$ cat src/rtl/core/command_event_timer_table_defines.svh
// Assertion macros for the command event timer table.
// Included by the modules that carry concurrent assertions; no other dependencies.
`ifndef COMMAND_EVENT_TIMER_TABLE_DEFINES_SVH
`define COMMAND_EVENT_TIMER_TABLE_DEFINES_SVH

// Same-cycle implication, checked outside reset.
`define CETT_ASSERT_NOW(label, clk, rstn, ante, cons) \
  label: assert property (@(posedge clk) disable iff (!rstn) (ante) |-> (cons)) \
    else $error("cett assertion failed");

// Next-cycle implication, checked outside reset.
`define CETT_ASSERT_NEXT(label, clk, rstn, ante, cons) \
  label: assert property (@(posedge clk) disable iff (!rstn) (ante) |=> (cons)) \
    else $error("cett assertion failed");

`endif

$ cat src/rtl/core/cett_pkg.sv
// Types and constants for the command event timer table.
// No dependencies; used by command_event_timer_table.
`timescale 1ns / 1ps

package cett_pkg;

  localparam int unsigned MaxResults = 16;
  localparam int unsigned CntW       = $clog2(MaxResults + 1);

  typedef enum logic [1:0] {
    ACT_TICK   = 2'd0,
    ACT_SET    = 2'd1,
    ACT_REMOVE = 2'd2
  } action_e;

  typedef enum logic [1:0] {
    ST_OK        = 2'd0,
    ST_FULL      = 2'd1,
    ST_NOT_FOUND = 2'd2
  } status_e;

  typedef struct packed {
    logic [1:0]  action;
    logic [7:0]  command;
    logic [23:0] seconds;
    logic        reload_mode;
  } in_item_t;

  typedef struct packed {
    logic       fired;
    logic [7:0] fired_command;
    status_e    status;
    logic       last;
  } out_item_t;

  typedef struct packed {
    logic [7:0]  tag;
    logic [23:0] remaining;
    logic [23:0] reload_value;
    logic        reload;
  } slot_t;

endpackage

$ cat src/rtl/core/command_event_timer_table.sv
// Command event timer table: slot memory, scan sequencer and output register.
// Depends on cett_pkg and command_event_timer_table_defines.svh.
`timescale 1ns / 1ps
`include "command_event_timer_table_defines.svh"

// Usage
// The input channel takes one item per command: a tick, a set or a remove.
// The block raises in_stall_o from the cycle after acceptance until the item
// is fully handled, so only one item is in work at a time. Results leave
// through a single output register on the output channel; each item's final
// result carries last.
// Scan: every tick, set or remove walks the slot memory one slot per cycle
// while the output register can take results, through a single shared
// decrement and compare unit, with a registered memory read. In a tick,
// each firing slot after the first must find the output register free. A
// set or remove ends early when its slot is found. An item with the unused
// action code is taken without raising in_stall_o and yields no result.
// When the receiver stalls, the scan holds on the current slot until the
// output register drains, so no result is lost.
// Reset empties the table at once through per-slot valid flags; an invalid
// slot reads as all zero, so no clearing pass is needed.
module command_event_timer_table #(
  parameter int unsigned SLOTS = 16
) (
  input  logic               clk_i,
  input  logic               rst_ni,
  input  logic               in_valid_i,
  output logic               in_stall_o,
  input  cett_pkg::in_item_t  in_item_i,
  output logic               out_valid_o,
  input  logic               out_stall_i,
  output cett_pkg::out_item_t out_item_o
);

  localparam int unsigned IdxW = (SLOTS > 1) ? $clog2(SLOTS) : 1;
  localparam logic [IdxW-1:0] LastIdx = IdxW'(SLOTS - 1);

  typedef enum logic [1:0] {
    S_IDLE,
    S_SCAN,
    S_FLUSH,
    S_RESP
  } state_e;

  // Slot storage. The memory itself has no reset; valid flags mark written slots.
  cett_pkg::slot_t mem_q [SLOTS];
  cett_pkg::slot_t rd_q;
  logic            rd_vld_q;
  logic [SLOTS-1:0] vld_q;

  state_e            state_q, state_d;
  logic [IdxW-1:0]   idx_q, idx_d;
  logic [1:0]        act_q, act_d;
  logic [7:0]        cmd_q, cmd_d;
  logic [23:0]       secs_q, secs_d;
  logic              mode_q, mode_d;
  logic              pend_q, pend_d;
  logic [7:0]        ptag_q, ptag_d;
  logic [cett_pkg::CntW-1:0] cnt_q, cnt_d;
  logic              idle_found_q, idle_found_d;
  logic [IdxW-1:0]   idle_idx_q, idle_idx_d;
  logic [IdxW-1:0]   tgt_q, tgt_d;
  logic              wr_q, wr_d;
  cett_pkg::slot_t   wdata_q, wdata_d;
  cett_pkg::status_e status_q, status_d;
  logic              out_valid_q, out_valid_d;
  cett_pkg::out_item_t out_q, out_d;

  logic              out_free;
  logic              emit;
  cett_pkg::out_item_t emit_item;
  logic [IdxW-1:0]   rd_addr;
  logic              mem_we;
  logic [IdxW-1:0]   mem_waddr;
  cett_pkg::slot_t   mem_wdata;
  cett_pkg::slot_t   cur;
  logic [23:0]       dec;
  logic              fire;
  logic              advance;
  logic              is_last;

  // The slot being examined; a never-written slot reads as idle with tag zero.
  assign cur     = rd_vld_q ? rd_q : '0;
  // The shared unit: one 24-bit decrement and zero test per cycle.
  assign dec     = cur.remaining - 24'd1;
  assign fire    = (cur.remaining != 24'd0) && (dec == 24'd0);
  assign is_last = (idx_q == LastIdx);
  assign out_free = !out_valid_q || !out_stall_i;

  always_comb begin
    state_d      = state_q;
    idx_d        = idx_q;
    act_d        = act_q;
    cmd_d        = cmd_q;
    secs_d       = secs_q;
    mode_d       = mode_q;
    pend_d       = pend_q;
    ptag_d       = ptag_q;
    cnt_d        = cnt_q;
    idle_found_d = idle_found_q;
    idle_idx_d   = idle_idx_q;
    tgt_d        = tgt_q;
    wr_d         = wr_q;
    wdata_d      = wdata_q;
    status_d     = status_q;
    rd_addr      = '0;
    mem_we       = 1'b0;
    mem_waddr    = idx_q;
    mem_wdata    = cur;
    emit         = 1'b0;
    emit_item    = '0;
    advance      = 1'b1;

    case (state_q)
      S_IDLE: begin
        if (in_valid_i) begin
          act_d        = in_item_i.action;
          cmd_d        = in_item_i.command;
          secs_d       = in_item_i.seconds;
          mode_d       = in_item_i.reload_mode;
          idx_d        = '0;
          pend_d       = 1'b0;
          cnt_d        = '0;
          idle_found_d = 1'b0;
          if (in_item_i.action == cett_pkg::ACT_TICK ||
              in_item_i.action == cett_pkg::ACT_SET ||
              in_item_i.action == cett_pkg::ACT_REMOVE) begin
            state_d = S_SCAN;
          end
        end
      end

      S_SCAN: begin
        case (act_q)
          cett_pkg::ACT_TICK: begin
            if (fire) begin
              if (pend_q && cnt_q < cett_pkg::CntW'(cett_pkg::MaxResults)) begin
                // A later firing proves the held one was not the final result.
                if (out_free) begin
                  emit      = 1'b1;
                  emit_item = '{fired: 1'b1, fired_command: ptag_q,
                                status: cett_pkg::ST_OK, last: 1'b0};
                  ptag_d    = cur.tag;
                  cnt_d     = cnt_q + 1'b1;
                end else begin
                  advance = 1'b0;
                end
              end else if (!pend_q) begin
                pend_d = 1'b1;
                ptag_d = cur.tag;
                cnt_d  = cett_pkg::CntW'(1);
              end
            end
            if (cur.remaining != 24'd0) begin
              mem_we              = advance;
              mem_wdata.remaining = fire ? (cur.reload ? cur.reload_value : 24'd0) : dec;
            end
            if (advance && is_last) begin
              state_d = S_FLUSH;
            end
          end

          cett_pkg::ACT_SET: begin
            wdata_d = '{tag: cmd_q, remaining: secs_q, reload_value: secs_q,
                        reload: mode_q};
            if (cur.tag == cmd_q) begin
              state_d  = S_RESP;
              wr_d     = 1'b1;
              tgt_d    = idx_q;
              status_d = cett_pkg::ST_OK;
            end else begin
              if (!idle_found_q && cur.remaining == 24'd0) begin
                idle_found_d = 1'b1;
                idle_idx_d   = idx_q;
              end
              if (is_last) begin
                state_d  = S_RESP;
                wr_d     = idle_found_d;
                tgt_d    = idle_idx_d;
                status_d = idle_found_d ? cett_pkg::ST_OK : cett_pkg::ST_FULL;
              end
            end
          end

          cett_pkg::ACT_REMOVE: begin
            if (cur.remaining != 24'd0 && cur.tag == cmd_q) begin
              state_d           = S_RESP;
              wr_d              = 1'b1;
              tgt_d             = idx_q;
              wdata_d           = cur;
              wdata_d.remaining = 24'd0;
              status_d          = cett_pkg::ST_OK;
            end else if (is_last) begin
              state_d  = S_RESP;
              wr_d     = 1'b0;
              status_d = cett_pkg::ST_NOT_FOUND;
            end
          end

          default: begin
            state_d = S_IDLE;
          end
        endcase

        // Read one slot ahead; on a hold, read the current slot again.
        if (advance && !is_last) begin
          idx_d   = idx_q + 1'b1;
          rd_addr = idx_q + 1'b1;
        end else begin
          rd_addr = idx_q;
        end
      end

      S_FLUSH: begin
        if (!pend_q) begin
          state_d = S_IDLE;
        end else if (out_free) begin
          emit      = 1'b1;
          emit_item = '{fired: 1'b1, fired_command: ptag_q,
                        status: cett_pkg::ST_OK, last: 1'b1};
          pend_d    = 1'b0;
          state_d   = S_IDLE;
        end
      end

      S_RESP: begin
        if (out_free) begin
          emit      = 1'b1;
          emit_item = '{fired: 1'b0, fired_command: 8'd0,
                        status: status_q, last: 1'b1};
          mem_we    = wr_q;
          mem_waddr = tgt_q;
          mem_wdata = wdata_q;
          state_d   = S_IDLE;
        end
      end

      default: begin
        state_d = S_IDLE;
      end
    endcase

    if (emit) begin
      out_valid_d = 1'b1;
      out_d       = emit_item;
    end else begin
      out_valid_d = out_valid_q && out_stall_i;
      out_d       = out_q;
    end
  end

  always_ff @(posedge clk_i or negedge rst_ni) begin
    if (!rst_ni) begin
      state_q      <= S_IDLE;
      idx_q        <= '0;
      act_q        <= '0;
      pend_q       <= 1'b0;
      cnt_q        <= '0;
      idle_found_q <= 1'b0;
      wr_q         <= 1'b0;
      out_valid_q  <= 1'b0;
    end else begin
      state_q      <= state_d;
      idx_q        <= idx_d;
      act_q        <= act_d;
      pend_q       <= pend_d;
      cnt_q        <= cnt_d;
      idle_found_q <= idle_found_d;
      wr_q         <= wr_d;
      out_valid_q  <= out_valid_d;
    end
  end

  // Payload registers.
  always_ff @(posedge clk_i) begin
    cmd_q      <= cmd_d;
    secs_q     <= secs_d;
    mode_q     <= mode_d;
    ptag_q     <= ptag_d;
    idle_idx_q <= idle_idx_d;
    tgt_q      <= tgt_d;
    wdata_q    <= wdata_d;
    status_q   <= status_d;
    out_q      <= out_d;
  end

  // Slot memory: one write port and one registered read port.
  always_ff @(posedge clk_i) begin
    if (mem_we) begin
      mem_q[mem_waddr] <= mem_wdata;
    end
    rd_q <= mem_q[rd_addr];
  end

  always_ff @(posedge clk_i or negedge rst_ni) begin
    if (!rst_ni) begin
      vld_q    <= '0;
      rd_vld_q <= 1'b0;
    end else begin
      if (mem_we) begin
        vld_q[mem_waddr] <= 1'b1;
      end
      rd_vld_q <= vld_q[rd_addr];
    end
  end

  assign in_stall_o  = (state_q != S_IDLE);
  assign out_valid_o = out_valid_q;
  assign out_item_o  = out_q;

  // A fired result always reports status ok.
  `CETT_ASSERT_NOW(a_fired_ok, clk_i, rst_ni, out_valid_o && out_item_o.fired,
                   out_item_o.status == cett_pkg::ST_OK)
  // Set and remove answers are single results, so they always close the item.
  `CETT_ASSERT_NOW(a_resp_last, clk_i, rst_ni, out_valid_o && !out_item_o.fired,
                   out_item_o.last)
  // The reported firing count never passes the result limit.
  `CETT_ASSERT_NOW(a_cnt_cap, clk_i, rst_ni, 1'b1,
                   cnt_q <= cett_pkg::CntW'(cett_pkg::MaxResults))
  // A real command keeps the block busy in the cycle after acceptance.
  `CETT_ASSERT_NEXT(a_busy, clk_i, rst_ni,
                    in_valid_i && !in_stall_o &&
                    (in_item_i.action == cett_pkg::ACT_TICK ||
                     in_item_i.action == cett_pkg::ACT_SET ||
                     in_item_i.action == cett_pkg::ACT_REMOVE),
                    in_stall_o)

endmodule
$ cat config.mk
export PLATFORM = sky130hd
export DESIGN_NAME = command_event_timer_table
export DESIGN_NICKNAME = d
export VERILOG_FILES = /design/src/rtl/core/cett_pkg.sv /design/src/rtl/core/command_event_timer_table.sv
export VERILOG_INCLUDE_DIRS = /design/src /design/src/rtl/core
export SDC_FILE = /design/constraint.sdc
export NUM_CORES = 1
export LEC_CHECK = 0
export BUFFER_PORTS_ARGS = -buffer_cell sky130_fd_sc_hd__buf_2
export CAP_MARGIN = 20
export CORE_ASPECT_RATIO = 0.8
export CORE_MARGIN = 2
export CORE_UTILIZATION = 61
export DETAILED_ROUTE_END_ITERATION = 16
export PLACE_DENSITY = 0.86
export RECOVER_POWER = 25
export SLEW_MARGIN = 30
export SYNTH_ARGS = -nofsm -noshare
export SYNTH_HDL_FRONTEND = slang
export SYNTH_SLANG_ARGS = --single-unit
$ cat constraint.sdc
create_clock -name clk_i -period 7.7 [get_ports clk_i]
set_input_delay 0.77 -clock clk_i [delete_from_list [all_inputs] [get_ports clk_i]]
set_output_delay 0.77 -clock clk_i [all_outputs]
set_load 0.02 [all_outputs]
Yosys cells after proc, flatten, opt, wreduce, memory -nomap -nowiden
Memory sizes are Yosys's and may differ from the RTL's. A register that Yosys moved wholly into a read port is not among the register bits.
Cells that the tools add are included.

storage, ports and cells
  bits in registers = 154
  memory bits (writable) = 912
  input bits = 39
  output and inout port bits = 14
  word-level logic and storage cells = 193
  memories kept = 1

cells by class
  $add $sub $neg = 3
  order comparisons = 4
  equal/unequal tests = 24
  mux-type cells = 98
  bitwise logic cells = 2
  reductions and logical operators = 36

memories
  memory  depth  width  rd ports  clocked after memory_dff  write ports  RTL line                         text
  mem_q   16     57     1         1                         1            command_event_timer_table.sv:46  cett_pkg::slot_t mem_q [SLOTS];

operators with widths
  cell                   count
  $mux 57                3
  $pmux 57 s2            1
  $mux 24                4
  $mux 12                6
  $logic_not 24->1       2
  $pmux 24 s2            1
  $mux 1                 36
  $mux 4                 9
  $pmux 12 s3            1
  $mux 8                 4
  $mux 5                 6
  $mux 25                1
  $mux 2                 12
  $reduce_bool 24->1     1
  $sub 24x1->24 const B  1
  $or 16x16->16          1
  $pmux 4 s2             2
  $ne 3x3->1 const B     5
  $ne 2x2->1 const B     7
  $reduce_and 4->1       3
  $lt 4x5->1 const B     2
  $pmux 5 s2             1
  $reduce_and 5->1       2
  $reduce_and 3->1       3
  26 further kinds       53

Logic depth before layout (Yosys ltp)
Gate-level depths: netlist of the first run.

  depth in word-level cells = 14
  mapped depth = 23
  gate-level depth less buffers = 14

Worst setup path after synthesis of the first run
Ideal clock, no wire load.

  path type = register to register
  start = reg rd_vld_q
  end = mem mem_q[4][0] (netlist bit), enable pin
  library setup time = 0.473 ns
  data arrival time = 6.234 ns
  data required time = 7.227 ns
  path slack = 0.993 ns
  cell stages (with the launch flop) = 19
  buffers on the path = 7
  clock period less this slack = 6.707 ns
  cells stage by stage = dfrtp_1 -> clkbuf_1 -> buf_2 -> buf_1 -> clkbuf_1 -> buf_1 -> nand2_1 -> ha_1 -> clkbuf_1 -> and2_1 -> a211o_1 -> nor4b_1 -> and2_1 -> and2_1 -> buf_2 -> nand2_1 -> a32o_1 -> o21ai_0 -> nor2_1

between the ends
  word-level cells in the longest chain between the ends = 12
  elaborated cells on any way between the ends = 13
  classes of those cells = add/sub: 1; mux: 9; reduce/logical: 3

RTL lines
  element                         RTL line                          text
  start, declared                 command_event_timer_table.sv:48   logic rd_vld_q;
  start signal, assigned          command_event_timer_table.sv:303  rd_vld_q <= vld_q[rd_addr];
  $mux 57 *                       command_event_timer_table.sv:83   assign cur = rd_vld_q ? rd_q : '0;
  $sub 24x1->24                   command_event_timer_table.sv:85   assign dec = cur.remaining - 24'd1;
  $logic_not 24->1                command_event_timer_table.sv:86   assign fire = (cur.remaining != 24'd0) && (dec == 24'd0);
  $logic_and 1x1->1               command_event_timer_table.sv:86
  $mux 1                          command_event_timer_table.sv:136  if (fire) begin
  $mux 1                          command_event_timer_table.sv:134  case (act_q)
  $mux 1                          command_event_timer_table.sv:114  case (state_q)
  $mux 1 *                        command_event_timer_table.sv:154  if (cur.remaining != 24'd0) begin
  $mux 1 *                        command_event_timer_table.sv:134
  $pmux 1 s2 *                    command_event_timer_table.sv:114
  $mux 1 *                        command_event_timer_table.sv:289  if (mem_we) begin
  $mux 1 (not written as such) *  command_event_timer_table.sv:290  mem_q[mem_waddr] <= mem_wdata;
  end, declared                   command_event_timer_table.sv:46

Every way passes the cells marked *; elsewhere a longest branch is shown, timed or not. The select of a mux whose other input is x is not followed.

Final worst setup path of the first run
  start = reg rd_vld_q
  end = reg rd_q[33] (netlist name)

between the ends
  word-level cells in the longest chain between the ends = 12
  elaborated cells on any way between the ends = 13
  classes of those cells = add/sub: 1; mux: 8; reduce/logical: 4

RTL lines
  element              RTL line                          text
  $mux 57 *            command_event_timer_table.sv:83
  $sub 24x1->24        command_event_timer_table.sv:85
  $logic_not 24->1     command_event_timer_table.sv:86
  $logic_and 1x1->1 *  command_event_timer_table.sv:86
  $mux 1 *             command_event_timer_table.sv:136
  $mux 1 *             command_event_timer_table.sv:134
  $mux 1 *             command_event_timer_table.sv:114
  $mux 1 *             command_event_timer_table.sv:134
  $mux 1 *             command_event_timer_table.sv:114
  $logic_and 1x1->1 *  command_event_timer_table.sv:206  if (advance && !is_last) begin
  $mux 4 *             -
  $mux 4 *             command_event_timer_table.sv:114

Marked as above.
A chain may end at the register's enable or synchronous reset.

==> results of run 1 <==
==> final cells by class <==
| cell class | instances | share of cell area, % |
|---|---|---|
| Clock buffer | 127 | 5.28 |
| Clock inverter | 55 | 0.991 |
| Inverter | 23 | 0.169 |
| Multi-Input combinational cell | 1923 | 24.7 |
| Sequential cell | 1123 | 64.5 |
| Tap cell | 1012 | 2.48 |
| Timing Repair Buffer | 131 | 1.92 |
==> worst max-delay path by stage <==
| stage | slack, ns | end | startpoint |
|---|---|---|---|
| after floorplan | 0.99 | mem_q[4][0] | rd_vld_q |
| after global placement | 1.88 | vld_q[10] | rd_vld_q |
| after detailed placement | 1.84 | vld_q[10] | rd_vld_q |
| after CTS | 1.82 | vld_q[10] | rd_vld_q |
| after global routing | 0.73 | vld_q[9] | rd_vld_q |
| final | 1.01 | rd_q[33] | rd_vld_q |
==> cell families (layout without fill, tap and decap cells) <==
group                      count (synthesis)  after routing
muxes                                    425            425
AOI/OAI and AO/OA                        531            531
buffers and inverters                    232            336
adders and majority gates                 10             10
DFF                                     1123           1123
and+or+nand+nor                          945            945
xor gates and xnor gates                  12             12
==> power by group through the flow <==
stage | Clock, mW | Combinational (mW) | Sequential, mW
final | 4.92 | 8.32 | 9.01
after floorplan | 0 | 6.11 | 8.71
after global routing | 5.17 | 8.90 | 9.03
after detailed placement | 0 | 8.06 | 9.07
after CTS | 4.95 | 8.18 | 8.96
after global placement | 0 | 7.77 | 9.06
==> layer usage <==
| metal | up-vias | GRT usage [%] | routed length (um) |
|---|---|---|---|
| met3 | 302 | 4.97 | 12700 |
| met4 | 4 | 11.2 | 3930 |
| met2 | 1851 | 45.2 | 53200 |
| met5 | - | 0 | 34 |
| met1 | 14313 | 39.6 | 42400 |
| li1 | 12513 | - | - |
==> synth_stat cells, types with 8 or more instances <==
library cell and number:
a211o_1 114, a21o_1 26, a21oi_1 165, a221o_1 11
a31oi_1 12, and2_1 40, and3_1 9, buf_1 21
buf_2 53, buf_4 18, buf_6 24, clkbuf_1 92
dfrtp_1 34, dfxtp_1 57, edfxtp_1 1032, ha_1 10
inv_1 22, mux2_2 12, mux2i_1 413, nand2_1 506
nand3_1 103, nand4_1 66, nor2_1 117, nor3_1 29
nor4_1 13, o21ai_0 89, o221ai_1 62, or2_2 18
or3_1 9, xnor2_1 8
==> per-stage QoR <==
stage / setup slack (ns) / hold slack [ns]
3_5_place_dp: 1.84 / 0.454
6_report: 1.01 / 0.271
5_1_grt: 0.726 / 0.253
3_3_place_gp: 1.88 / 0.449
2_1_floorplan: 0.993 / 0.439
4_1_cts: 1.82 / 0.208
==> registers in the layout (all words and copies together), names as in the netlist, 4 cells and up <==
| register | flops |
|---|---|
| mem_q | 912 |
| rd_q | 57 |
| wdata_q | 57 |
| secs_q | 24 |
| vld_q | 16 |
| out_item_o | 12 |
| cmd_q | 8 |
| ptag_q | 8 |
| cnt_q | 5 |
| idle_idx_q | 4 |
| idx_q | 4 |
| tgt_q | 4 |
==> placed cells by master, fill, tap and decap left out, drive strengths merged, types with 40 or more instances in the layout <==
cell / netlist / layout
buf: 116 / 103
edfxtp: 1032 / 1032
clkbuf: 93 / 155
nor2: 118 / 118
nand2: 507 / 507
nand3: 103 / 103
a211o: 114 / 114
and2: 40 / 40
dfxtp: 57 / 57
nand4: 66 / 66
o21ai: 89 / 89
mux2i: 413 / 413
a21oi: 165 / 165
o221ai: 62 / 62
clkinv: 1 / 41
==> key figures, run 1 <==
Synth
  – Arithmetic-cell share of the synthesized area counting full adders, half adders and majority gates: 0.269%
  – Area leader, netlist: edfxtp_1
  – Register area share after synthesis: 70.8%
  – Most area-consuming cells after synthesis: edfxtp_1 (67%), mux2i_1 (8.9%), nand2_1 (4.1%), dfxtp_1 (2.5%), a211o_1 (2.1%)
  – Primary FF master, synth: edfxtp_1
  – Number of synthesized flops with an enable pin: 1032
  – Mux contribution to synthesized area: 9.17%
  – Dominant combinational cell family by area after synthesis: multiplexers
  – Count of unique library cells instantiated by Yosys: 72
  – Post-Synthesis Cell Area: 46600 um2
  – Post-synthesis share of cell area spent on xor and xnor gates: 0.226%
  – Simple-gate area share of the yosys netlist: 9.16%
  – Mapped Avg Cell Area: 14.2 um2
  – Post-Synthesis Cells: 3278
  – Synth warnings: 0
  – Yosys top cell area share: 66.5%
  – Async set-reset flop share out of synthesis: 3.03%
  – Number of synthesized register bits: 1123
  – Post-synthesis net count: 3327
  – Post-synthesis compound-gate area fraction: 7.81%

Worst setup path
  – Reg-to-reg startpoint: rd_vld_q
  – Ordered cell list for the critical path: buf_4 > o21ai_0 > and2_1 > a211o_1 > nor4b_1 > and2_1 > and2_1 > o211ai_1 > buf_4 > buf_4 > nand2_1 > a21oi_1 > nor2_1 > o221ai_1
  – Required time reported for the critical path endpoint: 8.21 ns
  – Worst path max stage delay: 1.50 ns
  – Endpoint kind of the worst setup timing path: flop
  – CP startpoint kind: flop
  – Family with the most delay on the worst path: buffers and inverters
  – Worst flop-to-flop path endpoint: rd_q[33]
  – Flop2flop setup slack: 1.01 ns
  – CP bufs+invs: 3
  – R2R depth: 14
  – Worst-path cell with the longest stage delay: dfrtp_1
  – Crit path DAT: 7.20 ns
  – Highest net fanout along the worst path: 68
  – Instance count on the critical path: 14
  – Category of the critical setup timing path: flop to flop

Clocking
  – Clock latency on the worst-skew pair: 0.68 ns
  – Number of hold buffers added after cts: 0
  – Sinks on Clock Net: 1123
  – Worst-case clock buffer depth: 3
  – Clock buffer count from CTS: 99
  – Count of H-tree levels built during CTS: 3
  – Buffer count from post-CTS setup fixing: 0
  – PostCTS Resize Cnt: 0
  – TritonCTS clock tree: yes
  – Clock edge transition at the registers on the reported setup and hold paths: 0.07 ns
  – Clock root buffer master: clkbuf_16

Pwr
  – Clock network power share: 22.1%
  – PwrDens: 435 nW/um2
  – Switching power of the nets: 8.32 mW
  – Fraction of power spent switching nets: 37.4%
  – Total power draw: 22.2 mW
  – Maximum resistive drop on vdd: 0.530 mV
  – Leakage dissipation: 18.1 nW
  – Sequential share of power: 40.5%
  – Cell-internal power: 13.9 mW
  – Combinational share of power: 37.4%

Timing
  – Fraction of the cycle the final worst path needs: 86.9%
  – F_max: 0.149 GHz
  – Slew margin rel.: -82.8%
  – Number of failing hold endpoints at the final stage: 0
  – Final Setup Violations: 0
  – Setup repair after global routing missed its margin: no
  – Number of pins with negative max-slew slack in the final report: 318
  – Worst Tran Pin Value: 2.74 ns
  – Final setup TNS: 0 ns
  – Minimum clock period after layout: 6.69 ns
  – Final Skew: 0.0189 ns

Floorplanning
  – Row count: 90
  – Placeable core region: 75400 um2
  – Top-Level Pins: 53
  – Die Y-Extent: 251 um
  – Floorplan die width: 313 um
  – Starting utilization of the core area: 61.7%
  – Die area: 78600 um2

Layout
  – Area Overhead vs Synth: 9.81%
  – Storage element area: 33000 um2
  – Share of the core filled with cells in the final layout: 67.8%
  – Ratio of cells with drive above 1 in the final layout: 9.14%
  – Number of diodes: 0
  – Non-Filler Instances: 4394
  – Fill count: 4817
  – Number of nets at the end of the flow: 3350
  – Area used by multi-input combinational logic: 12600 um2
  – Fin area: 51100 um2

Detailed routing
  – DRT Wirelength: 112000 um
  – DRC violations left: 0
  – Antenna Nets Post-Route: 0
  – Detailed-route via count: 28983
  – First drt pass iteration count: 6
  – Number of vias per cell after detailed routing: 6.60
  – Routed len/inst: 25.6 um
  – Number of design-rule violations left by the first detailed-router iteration: 4086

Run status
  – Failing checks: max-capacitance violations, max-slew violations
  – Result of the run: finished, violations left

Global route
  – Vias in the first global route: 28310
  – Overall overflow remaining after global route: 0
  – Pin count of the biggest net entering global routing: 118
  – Initial antenna violation count: 3
  – GRT Util Overall: 28.4%
  – Wire length of the first global-routing pass: 169000 um

Place
  – Placed insts: 4208
  – Post-placement cell area: 47900 um2
  – Total half-perimeter wirelength after legalization and detailed placement: 62300 um
  – Number of buffers inserted by port buffering: 52
  – RD Place Congestion: 0.927

Min path
  – Beginning of the worst hold path: in_item_i[19]
  – Hold WC Path Type: input pin to flop
  – Number of cells on the worst hold path: 1
  – Hold path endpoint: secs_q[18]

Run
  – Reported max-cap violation count: 10
Power figures use the tool's default switching activity.
==> run 2: changes to the inputs <==
PLACE_DENSITY = 0.87   (was 0.86)
==> key figures, run 2 (synthesized netlist as in run 1, its figures left out) <==
Run status
  – Result of the run: finished, violations left
  – Failing checks: max-capacitance violations, max-slew violations

Floorplanning
  – Placeable core region: 75400 um2 (unchanged)
  – Die area: 78600 um2 (unchanged)
  – Floorplan die width: 313 um (unchanged)
  – Top-Level Pins: 53 (unchanged)
  – Row count: 90 (unchanged)
  – Die Y-Extent: 251 um (unchanged)
  – Starting utilization of the core area: 61.7% (unchanged)

Detailed routing
  – Routed len/inst: 26.1 um (+2.3%)
  – DRT Wirelength: 115000 um (+2.4%)
  – DRC violations left: 0 (unchanged)
  – Antenna Nets Post-Route: 0 (unchanged)
  – Number of design-rule violations left by the first detailed-router iteration: 4658 (+14%)
  – Detailed-route via count: 29358 (+1.3%)
  – Number of vias per cell after detailed routing: 6.67 (+1.1%)
  – First drt pass iteration count: 6 (unchanged)

Worst setup path
  – Required time reported for the critical path endpoint: 8.01 ns (-0.20 ns)
  – Flop2flop setup slack: 1.74 ns (+0.73 ns)
  – Crit path DAT: 6.27 ns (-0.93 ns)
  – Reg-to-reg startpoint: state_q[1]
  – R2R depth: 5 (-9)
  – Category of the critical setup timing path: flop to flop
  – Highest net fanout along the worst path: 44 (-35%)
  – CP startpoint kind: flop
  – Worst flop-to-flop path endpoint: mem_q[10][41]
  – Endpoint kind of the worst setup timing path: flop

Global route
  – Overall overflow remaining after global route: 0 (unchanged)
  – GRT Util Overall: 29.2% (+0.75 points)
  – Vias in the first global route: 28991 (+2.4%)
  – Pin count of the biggest net entering global routing: 102 (-14%)
  – Initial antenna violation count: 0 (-3)
  – Wire length of the first global-routing pass: 173000 um (+2.6%)

Clocking
  – Count of H-tree levels built during CTS: 3 (unchanged)
  – Clock edge transition at the registers on the reported setup and hold paths: 0.06 ns (about the same)
  – TritonCTS clock tree: yes
  – Number of hold buffers added after cts: 0 (unchanged)
  – Clock latency on the worst-skew pair: 0.70 ns (+0.02 ns)
  – Clock buffer count from CTS: 103 (+4.0%)
  – Clock root buffer master: clkbuf_16
  – Sinks on Clock Net: 1123 (unchanged)
  – Buffer count from post-CTS setup fixing: 0 (unchanged)
  – PostCTS Resize Cnt: 0 (unchanged)
  – Worst-case clock buffer depth: 3 (unchanged)

Pwr
  – Maximum resistive drop on vdd: 0.454 mV (-14%)
  – Leakage dissipation: 18.1 nW (+0.12%)
  – PwrDens: 438 nW/um2 (+0.69%)

Layout
  – Area Overhead vs Synth: 9.91% (about the same)
  – Storage element area: 33000 um2 (unchanged)
  – Area used by multi-input combinational logic: 12600 um2 (+0.13%)
  – Fill count: 4780 (-0.77%)
  – Ratio of cells with drive above 1 in the final layout: 9.17% (+0.037 points)
  – Register name with the most flops: mem_q
  – Most common library cell in the layout ignoring fill and taps: edfxtp_1
  – Commonest cells after routing, fill and taps aside: edfxtp_1 (1032), nand2_1 (504), mux2i_1 (413), a21oi_1 (164), a211o_1 (114)
  – Largest register FFs: 912 (unchanged)
  – Number of diodes: 0 (unchanged)
  – Fin area: 51200 um2 (about the same)
  – Largest registers in the final layout: mem_q: 912 flops, rd_q: 57 flops, wdata_q: 57 flops
  – Number of nets at the end of the flow: 3353 (+0.090%)

Timing
  – Final Skew: 0.0265 ns (+0.00757 ns)
  – Final Setup Violations: 0 (unchanged)
  – Number of failing hold endpoints at the final stage: 0 (unchanged)
  – Number of pins with negative max-slew slack in the final report: 168 (-47%)
  – Worst Tran Pin Value: 2.63 ns (-0.112 ns)
  – F_max: 0.168 GHz (+12%)
  – Fraction of the cycle the final worst path needs: 77.4% (-9.5 points)
  – Slew margin rel.: -75.4% (+7.3 points)
  – Final setup TNS: 0 ns (unchanged)
  – Setup repair after global routing missed its margin: no
  – Minimum clock period after layout: 5.96 ns (-0.733 ns)

Min path
  – Hold path endpoint: secs_q[13]
  – Hold WC Path Type: input pin to flop
  – Number of cells on the worst hold path: 1 (unchanged)
  – Beginning of the worst hold path: in_item_i[14]

Place
  – Number of buffers inserted by port buffering: 52 (unchanged)
  – Post-placement cell area: 48000 um2 (+0.26%)
  – RD Place Congestion: 0.993 (+7.2%)
  – Total half-perimeter wirelength after legalization and detailed placement: 65700 um (+5.4%)

Run
  – Reported max-cap violation count: 5 (-5)
-- run 2: worst max path at each step --
| stage | from | endpoint | slack, ns | cells past startpoint |
|---|---|---|---|---|
| 2_1_floorplan | rd_vld_q | mem_q[4][0] | 0.99 | 18 |
| 3_3_place_gp | rd_vld_q | rd_q[54] | 2.13 | 12 |
| 3_5_place_dp | rd_vld_q | rd_q[27] | 2.02 | 12 |
| 4_1_cts | rd_vld_q | rd_q[26] | 2.04 | 12 |
| 5_1_grt | state_q[0] | mem_q[10][37] | 1.49 | 5 |
| 6_report | state_q[1] | mem_q[10][41] | 1.74 | 5 |
-- run 2: stage by stage --
| stage | setup WS (ns) | hold slack (ns) | total power [mW] | util [%] | cells |
|---|---|---|---|---|---|
| 3_5_place_dp | 2.02 | 0.453 | 17.3 | 63.7 | 4210 |
| 3_3_place_gp | 2.13 | 0.452 | 16.9 | 63.4 | 4203 |
| 2_1_floorplan | 0.993 | 0.439 | 14.8 | - | 3278 |
| 4_1_cts | 2.04 | 0.189 | 22.2 | 67.9 | 4401 |
| 6_report | 1.74 | 0.252 | 22.4 | 67.8 | 4402 |
| 5_1_grt | 1.49 | 0.227 | 23.2 | 67.8 | 4402 |
-- run 2: worst max-delay path: stages, from the launching register on --
cell and delay, ns:
dfrtp_1 0.41, ha_1 0.72, and2_0 2.01, a31oi_2 0.65
nor2_4 0.90, buf_4 0.83
-- run 2: area by class of cell --
type / instances / area share (%)
flip-flops and latches: 1123 / 64.4
multi-input cells: 1923 / 24.7
clock buffers: 141 / 5.47
well taps: 1012 / 2.47
repair buffers: 130 / 2.01
clock inverters: 50 / 0.750
inverters: 23 / 0.169
-- run 2: where the power goes --
| group | switching, mW | internal (mW) |
|---|---|---|
| sequential | 0.581 | 8.38 |
| combinational | 5.78 | 2.80 |
| clock | 2.22 | 2.66 |
-- run 2: routing by layer --
metal	vias to the layer above	track usage, %	part of all wire [%]
li1	12538	-	-
met1	14425	40.1	37
met2	2021	44.9	46
met3	374	7.05	12
met4	0	12.8	4.4
met5	-	0	0
